### src/hdl/bmw_pkg.sv
// Package for the binary morphology window: sizes, register codes, geometry struct
// and helpers that turn raw register values into the values the datapath uses.
// No dependencies; used by bmw_csr, bmw_cell and the top level.
`default_nettype none
package bmw_pkg;

   localparam int MAX_WIDTH  = 2048;
   localparam int MAX_HEIGHT = 2048;
   localparam int MAX_KSIZE  = 7;

   localparam int DIM_W  = 12;
   localparam int KS_W   = 3;
   localparam int RAD_W  = 2;
   localparam int MASK_W = 49;
   localparam int COL_W  = $clog2(MAX_WIDTH);
   localparam int ROW_W  = $clog2(MAX_HEIGHT) + 1;
   localparam int LAG_W  = $clog2((MAX_KSIZE / 2) * MAX_WIDTH + (MAX_KSIZE / 2) + 1);
   localparam int TAPS   = MAX_KSIZE;
   localparam int LINE_W = MAX_KSIZE - 1;
   localparam int WIN_W  = TAPS * TAPS;

   localparam int CSR_AW = 6;
   localparam int CSR_DW = 64;

   localparam int OFIFO_DEPTH = 4;
   localparam int OFIFO_AW    = $clog2(OFIFO_DEPTH);
   localparam int OFIFO_CW    = $clog2(OFIFO_DEPTH + 1);

   localparam int PIX_W = 8;
   localparam logic [PIX_W-1:0] PIX_ZERO = 8'd0;
   localparam logic [PIX_W-1:0] PIX_ONE  = 8'd1;
   localparam logic [PIX_W-1:0] PIX_FULL = 8'd255;

   typedef enum logic [2:0] {
      REG_WIDTH  = 3'd0,
      REG_HEIGHT = 3'd1,
      REG_KSIZE  = 3'd2,
      REG_MASK   = 3'd3,
      REG_OP     = 3'd4,
      REG_SCALE  = 3'd5
   } reg_idx_type;

   typedef struct packed {
      logic [DIM_W-1:0] width;
      logic [DIM_W-1:0] height;
      logic [RAD_W-1:0] radius;
      logic [LAG_W-1:0] lag;
      logic [WIN_W-1:0] tap_mask;
      logic             erode;
      logic             full_scale;
   } geom_type;

   function automatic logic [DIM_W-1:0] eff_dim(input logic [DIM_W-1:0] raw, input int limit);
      logic [DIM_W-1:0] d;
      d = raw;
      if (raw == '0) begin
         d = DIM_W'(1);
      end else if (raw > DIM_W'(limit)) begin
         d = DIM_W'(limit);
      end
      return d;
   endfunction

   function automatic logic [KS_W-1:0] eff_ksize(input logic [KS_W-1:0] raw);
      logic [KS_W-1:0] k;
      k = raw;
      if (k > KS_W'(MAX_KSIZE)) begin
         k = KS_W'(MAX_KSIZE);
      end
      if (!k[0]) begin
         k = (k > KS_W'(1)) ? k - KS_W'(1) : KS_W'(1);
      end
      return k;
   endfunction

   // r*W + r, with r at most 3
   function automatic logic [LAG_W-1:0] lag_of(input logic [RAD_W-1:0] rad,
                                                input logic [DIM_W-1:0] w);
      logic [LAG_W-1:0] l;
      l = LAG_W'(rad);
      if (rad[0]) begin
         l = l + LAG_W'(w);
      end
      if (rad[1]) begin
         l = l + (LAG_W'(w) << 1);
      end
      return l;
   endfunction

   // Mask in tap coordinates: bit t*TAPS+b is tap t (column age), row age b.
   function automatic logic [WIN_W-1:0] tap_mask(input logic [MASK_W-1:0] m,
                                                  input logic [KS_W-1:0] k);
      logic [WIN_W-1:0] g;
      int r2;
      int i;
      int j;
      g  = '0;
      r2 = int'(k >> 1) * 2;
      for (int t = 0; t < TAPS; t++) begin
         for (int b = 0; b < TAPS; b++) begin
            i = r2 - b;
            j = r2 - t;
            if (i >= 0 && j >= 0) begin
               g[t*TAPS+b] = m[i*int'(k)+j];
            end
         end
      end
      return g;
   endfunction

endpackage
`default_nettype wire

### src/hdl/bmw_cell.sv
// One window column cell: holds a column of the newest rows, passes it on to the
// next older column on each push, and reduces its masked bits. Uses bmw_pkg.
`default_nettype none
module bmw_cell (
   input  wire logic                     clock,
   input  wire logic                     shift_en,
   input  wire logic [bmw_pkg::TAPS-1:0] col_in,
   output logic      [bmw_pkg::TAPS-1:0] col_out,
   input  wire logic [bmw_pkg::TAPS-1:0] tap_mask,
   input  wire logic [bmw_pkg::TAPS-1:0] row_ok,
   input  wire logic                     col_ok,
   output logic                          or_part,
   output logic                          and_part
);

   logic [bmw_pkg::TAPS-1:0] col_ff;
   logic [bmw_pkg::TAPS-1:0] bits;

   always_ff @(posedge clock) begin
      if (shift_en) begin
         col_ff <= col_in;
      end
   end

   always_comb begin
      bits     = col_ff & row_ok & {bmw_pkg::TAPS{col_ok}};
      or_part  = |(bits & tap_mask);
      and_part = &(bits | ~tap_mask);
   end

   assign col_out = col_ff;

endmodule
`default_nettype wire

### config.mk
export PLATFORM = sky130hd
export DESIGN_NAME = bmw_cell
export DESIGN_NICKNAME = d
export VERILOG_FILES = /design/src/hdl/bmw_pkg.sv /design/src/hdl/bmw_cell.sv
export SDC_FILE = /design/constraint.sdc
export NUM_CORES = 1
export LEC_CHECK = 0
export BUFFER_PORTS_ARGS = -buffer_cell sky130_fd_sc_hd__buf_4
export CAP_MARGIN = 20
export CORE_AREA = 2 2 39 41
export CTS_CLUSTER_SIZE = 8
export DETAILED_ROUTE_END_ITERATION = 10
export DIE_AREA = 0 0 41 43
export SETUP_SLACK_MARGIN = 0.5
export SYNTH_ARGS = -nofsm -noshare
export SYNTH_HDL_FRONTEND = slang
export SYNTH_SLANG_ARGS = --single-unit
### constraint.sdc
create_clock -name clock -period 1.2 [get_ports clock]
set_input_delay 0.12 -clock clock [delete_from_list [all_inputs] [get_ports clock]]
set_output_delay 0.12 -clock clock [all_outputs]
set_load 0.01 [all_outputs]
# Word level (Yosys, flattened, before mapping)
# Index checks and enable logic that the tools add are counted.
[classes]
n_bitwise = 5
n_reduce_logical = 2
[op_table]
columns = ["op", "n"]
rows = [
  ["$and A7 B7 Y7", 3],
  ["$not A7 Y7", 1],
  ["$or A7 B7 Y7", 1],
  ["$reduce_and A7 Y1", 1],
  ["$reduce_or A7 Y1", 1],
]
[word_totals]
ff_bits = 7
input_bits = 24
wordCells = 8

# Logic depth before layout (Yosys ltp)
[depth]
ltp_word = 4
depth_mapped = 3
ltp_nobuf = 3

# Least setup slack after synthesis
# No wires, ideal clock.
[synth_path]
path_kind = "flip-flop to output port"
startpoint = "register col_ff (netlist bit col_out[5])"
endpoint = "output and_part"
arrival_time_ns = 1.040
path_slack_ns = 0.040
stages_incl_launch_ff = 4
path_buffers = 0
cell_sequence = "edfxtp_1 > nand3_2 > a222oi_1 > and4_1"
[synth_via]
elab_chain_cells = 4
[synth_rtl]
columns = ["element", "line_no", "text"]
rows = [
  ["start, declared", "bmw_cell.sv:16", "logic [bmw_pkg::TAPS-1:0] col_ff;"],
  ["start signal, assigned", "bmw_cell.sv:21", "col_ff <= col_in;"],
  ["$and A7 B7 Y7 (2 in series)", "bmw_cell.sv:26", "bits = col_ff & row_ok & {bmw_pkg::TAPS{col_ok}};"],
  ["$or A7 B7 Y7", "bmw_cell.sv:28", "and_part = &(bits | ~tap_mask);"],
  ["$reduce_and A7 Y1", "bmw_cell.sv:28", ""],
  ["end, declared", "bmw_cell.sv:13", "output logic and_part"],
]
# Every way passes these cells.

# Worst setup path in the final report
# Same ends and word-level chain as after synthesis.

==> results.json <==
{
  "status": "complete, but fails checks",
  "violations": "negative setup slack",
  "gp_congestion": 0.682,
  "num-fill-cells": 127,
  "coreArea_um2": 1380,
  "antenna-diode-count": 0,
  "synth_xor_area_share_pct": 0,
  "dieArea_um2": 1760,
  "synthTopCellsByCount": "edfxtp_1, nand3_1, nand2_1, inv_1, o22ai_1",
  "start_util_pct": 25.7,
  "p_leak_uw": 0.000349,
  "syn_area_per_cell_um2": 11.1,
  "gr-usage-all-layers_pct": 16.1,
  "synthDistinctLibCells": 16,
  "cts_tree": "built",
  "port_buffers": 32,
  "wl_mm": 1.08,
  "hp-class": "input pin to register",
  "synth_fp_nets": 56,
  "max-vdd-ir-drop_mv": 0.607,
  "synthCells": 32,
  "rsz0062_at_grt": "yes",
  "largest_reg_flops": 7,
  "cts_root_buf": "clkbuf_4",
  "synth-seq-cells": 7,
  "nets": 101,
  "chipWidth_um": 41,
  "hpwl_um": 826,
  "drt-initial-drc-count": 10,
  "ctsHoldBuffers": 0,
  "synth_top_family_by_area": "simple AND/OR/NAND/NOR gates",
  "async_flop_share_pct": 0,
  "multiInputGateArea_um2": 150,
  "num_rows": 14,
  "synthTopCellsByArea": "edfxtp_1, nand3_1, nand2_1",
  "cap_violations": 0,
  "grt_remaining_overflow": 0,
  "setup_tns_ns": -0.585,
  "synth_fa_ha_area_share_pct": 0,
  "synth_warnings": 0,
  "fin_crit_ns": 1.50,
  "synthSimpleGateAreaFrac_pct": 22.5,
  "numCtsBuffers": 3,
  "detail-route-antenna-nets": 0,
  "dpl-instance-area_um2": 651,
  "cp_max_fo": 2,
  "grt_pass1_wl_mm": 1.81,
  "finalMaxSlewViolations": 0,
  "total_power_uw": 740,
  "p_per_area_nw_per_um2": 965,
  "grt_max_degree": 8,
  "critPathRequiredTime_ns": 1.08,
  "synth_area_um2": 355,
  "layout_worst_path_cycle_share_pct": 125,
  "firstDrtPassIters": 5,
  "synth_top_area_share_pct": 59.2,
  "finalHoldViolations": 0,
  "htree_levels": 1,
  "die_h_um": 43,
  "startpoint_type": "register",
  "fmax_mhz": 667,
  "worst_slack_ns": -0.299,
  "drc": 0,
  "synth_compound_area_share_pct": 16.2,
  "path_class": "register to output pin",
  "clockBufferDepth": 2,
  "finalSetupViolCount": 2,
  "cts.clk_slew.worst_paths_ns": 0.05,
  "max_slew.worst_pin.slew_ns": 0.286,
  "synth_ff_type": "edfxtp_1",
  "postLayoutCoreUtil_pct": 55.4,
  "critPathCaptureType": "output pin",
  "antenna_found_initial": 0,
  "io_pins": 33,
  "arrival_ns": 1.38,
  "vias_per_cell": 4.79,
  "final-seq-area_um2": 210,
  "synth_most_common_cell": "edfxtp_1",
  "final_layout_size_suffix_gt1_share_pct": 61.8,
  "yosys.area.top_type": "edfxtp_1",
  "final_area_um2": 767,
  "synth_edf_count": 7,
  "routedWlPerCell_um": 11.8,
  "clock-sinks": 7,
  "relSlewSlack_pct": 81.0,
  "grt_pass1_vias": 471,
  "synth.yosys.seq_area_share_pct": 59.2,
  "vias": 441,
  "synth_mux_area_share_pct": 0,
  "syn2layout_area_growth_pct": 116
}
power breakdown:
| group | switching (µW) | total, µW | internal [µW] | leakage, µW |
|---|---|---|---|---|
| registers | 15.5 | 308 | 292 | 0.0000685 |
| logic | 72.4 | 217 | 144 | 0.000266 |
| clock network | 88.6 | 216 | 127 | 0.0000150 |
| total | 176 | 740 | 564 | 0.000349 |
path summary, 6_finish.rpt:
path,from,end,slack (ns),cells after the start
worst min-delay path,col_in[1],col_out[1]$_DFFE_PP_,0.04,1
worst max-delay path,col_out[5]$_DFFE_PP_,and_part,-0.30,4
through the flow:
step	std cells	hold slack, ns	setup slack [ns]
6_report	92	0.0382	-0.299
3_5_place_dp	84	0.299	-0.0278
2_1_floorplan	32	0.219	0.0767
4_1_cts	91	0.0302	-0.316
3_3_place_gp	84	0.298	-0.0383
5_1_grt	92	0.0245	-0.381
worst max-delay path, stage by stage, from the launching register on:
cell,delay (ns)
edfxtp_1,0.37
nand3_2,0.08
a222oi_1,0.33
and4_1,0.23
buf_4,0.12
layout make-up:
cell class / count / area share [%]
clock buffer: 4 / 3.43
inverter: 2 / 0.979
multi-input combinational: 23 / 19.6
sequential: 7 / 27.4
tap: 16 / 2.61
timing repair buffer: 40 / 46.0
layout by cell type (no fill, tap or decap):
cell type | netlist | routed
or3_4 | 0 | 1
nand2_2 | 0 | 1
clkbuf_1 | 0 | 1
a2bb2oi_1 | 1 | 1
nand3_2 | 1 | 2
nand4_1 | 1 | 1
a31oi_1 | 1 | 1
inv_1 | 2 | 2
a21oi_1 | 1 | 1
buf_4 | 0 | 26
nand2_1 | 4 | 3
a222oi_1 | 1 | 1
buf_6 | 0 | 14
and4_1 | 1 | 1
o22ai_1 | 2 | 2
a21boi_0 | 1 | 1
clkbuf_4 | 0 | 3
nand3_1 | 6 | 5
edfxtp_1 | 7 | 7
a22oi_1 | 1 | 1
nor2_1 | 1 | 1
per-layer routing:
layer	share of wire, %	vias up	GRT usage [%]
met4	3.0	0	14.0
met1	33	198	18.3
met2	56	23	23.4
met5	0	-	0
li1	-	217	-
met3	7.9	3	4.19
cell families (layout without fill, tap and decap cells):
kind of cell / count (synthesis) / count (layout)
buf+inv: 2 / 46
flops: 7 / 7
simple gates: 15 / 15
compound gates: 8 / 8
what timing repair did:
action	CTS	global route
hold endpoints to repair	0	0
buffers inserted	3	1
gates resized for setup	11	5
pin swaps	3	4
setup endpoints to repair	9	9
Note: power is estimated with default switching activity, not from simulation.
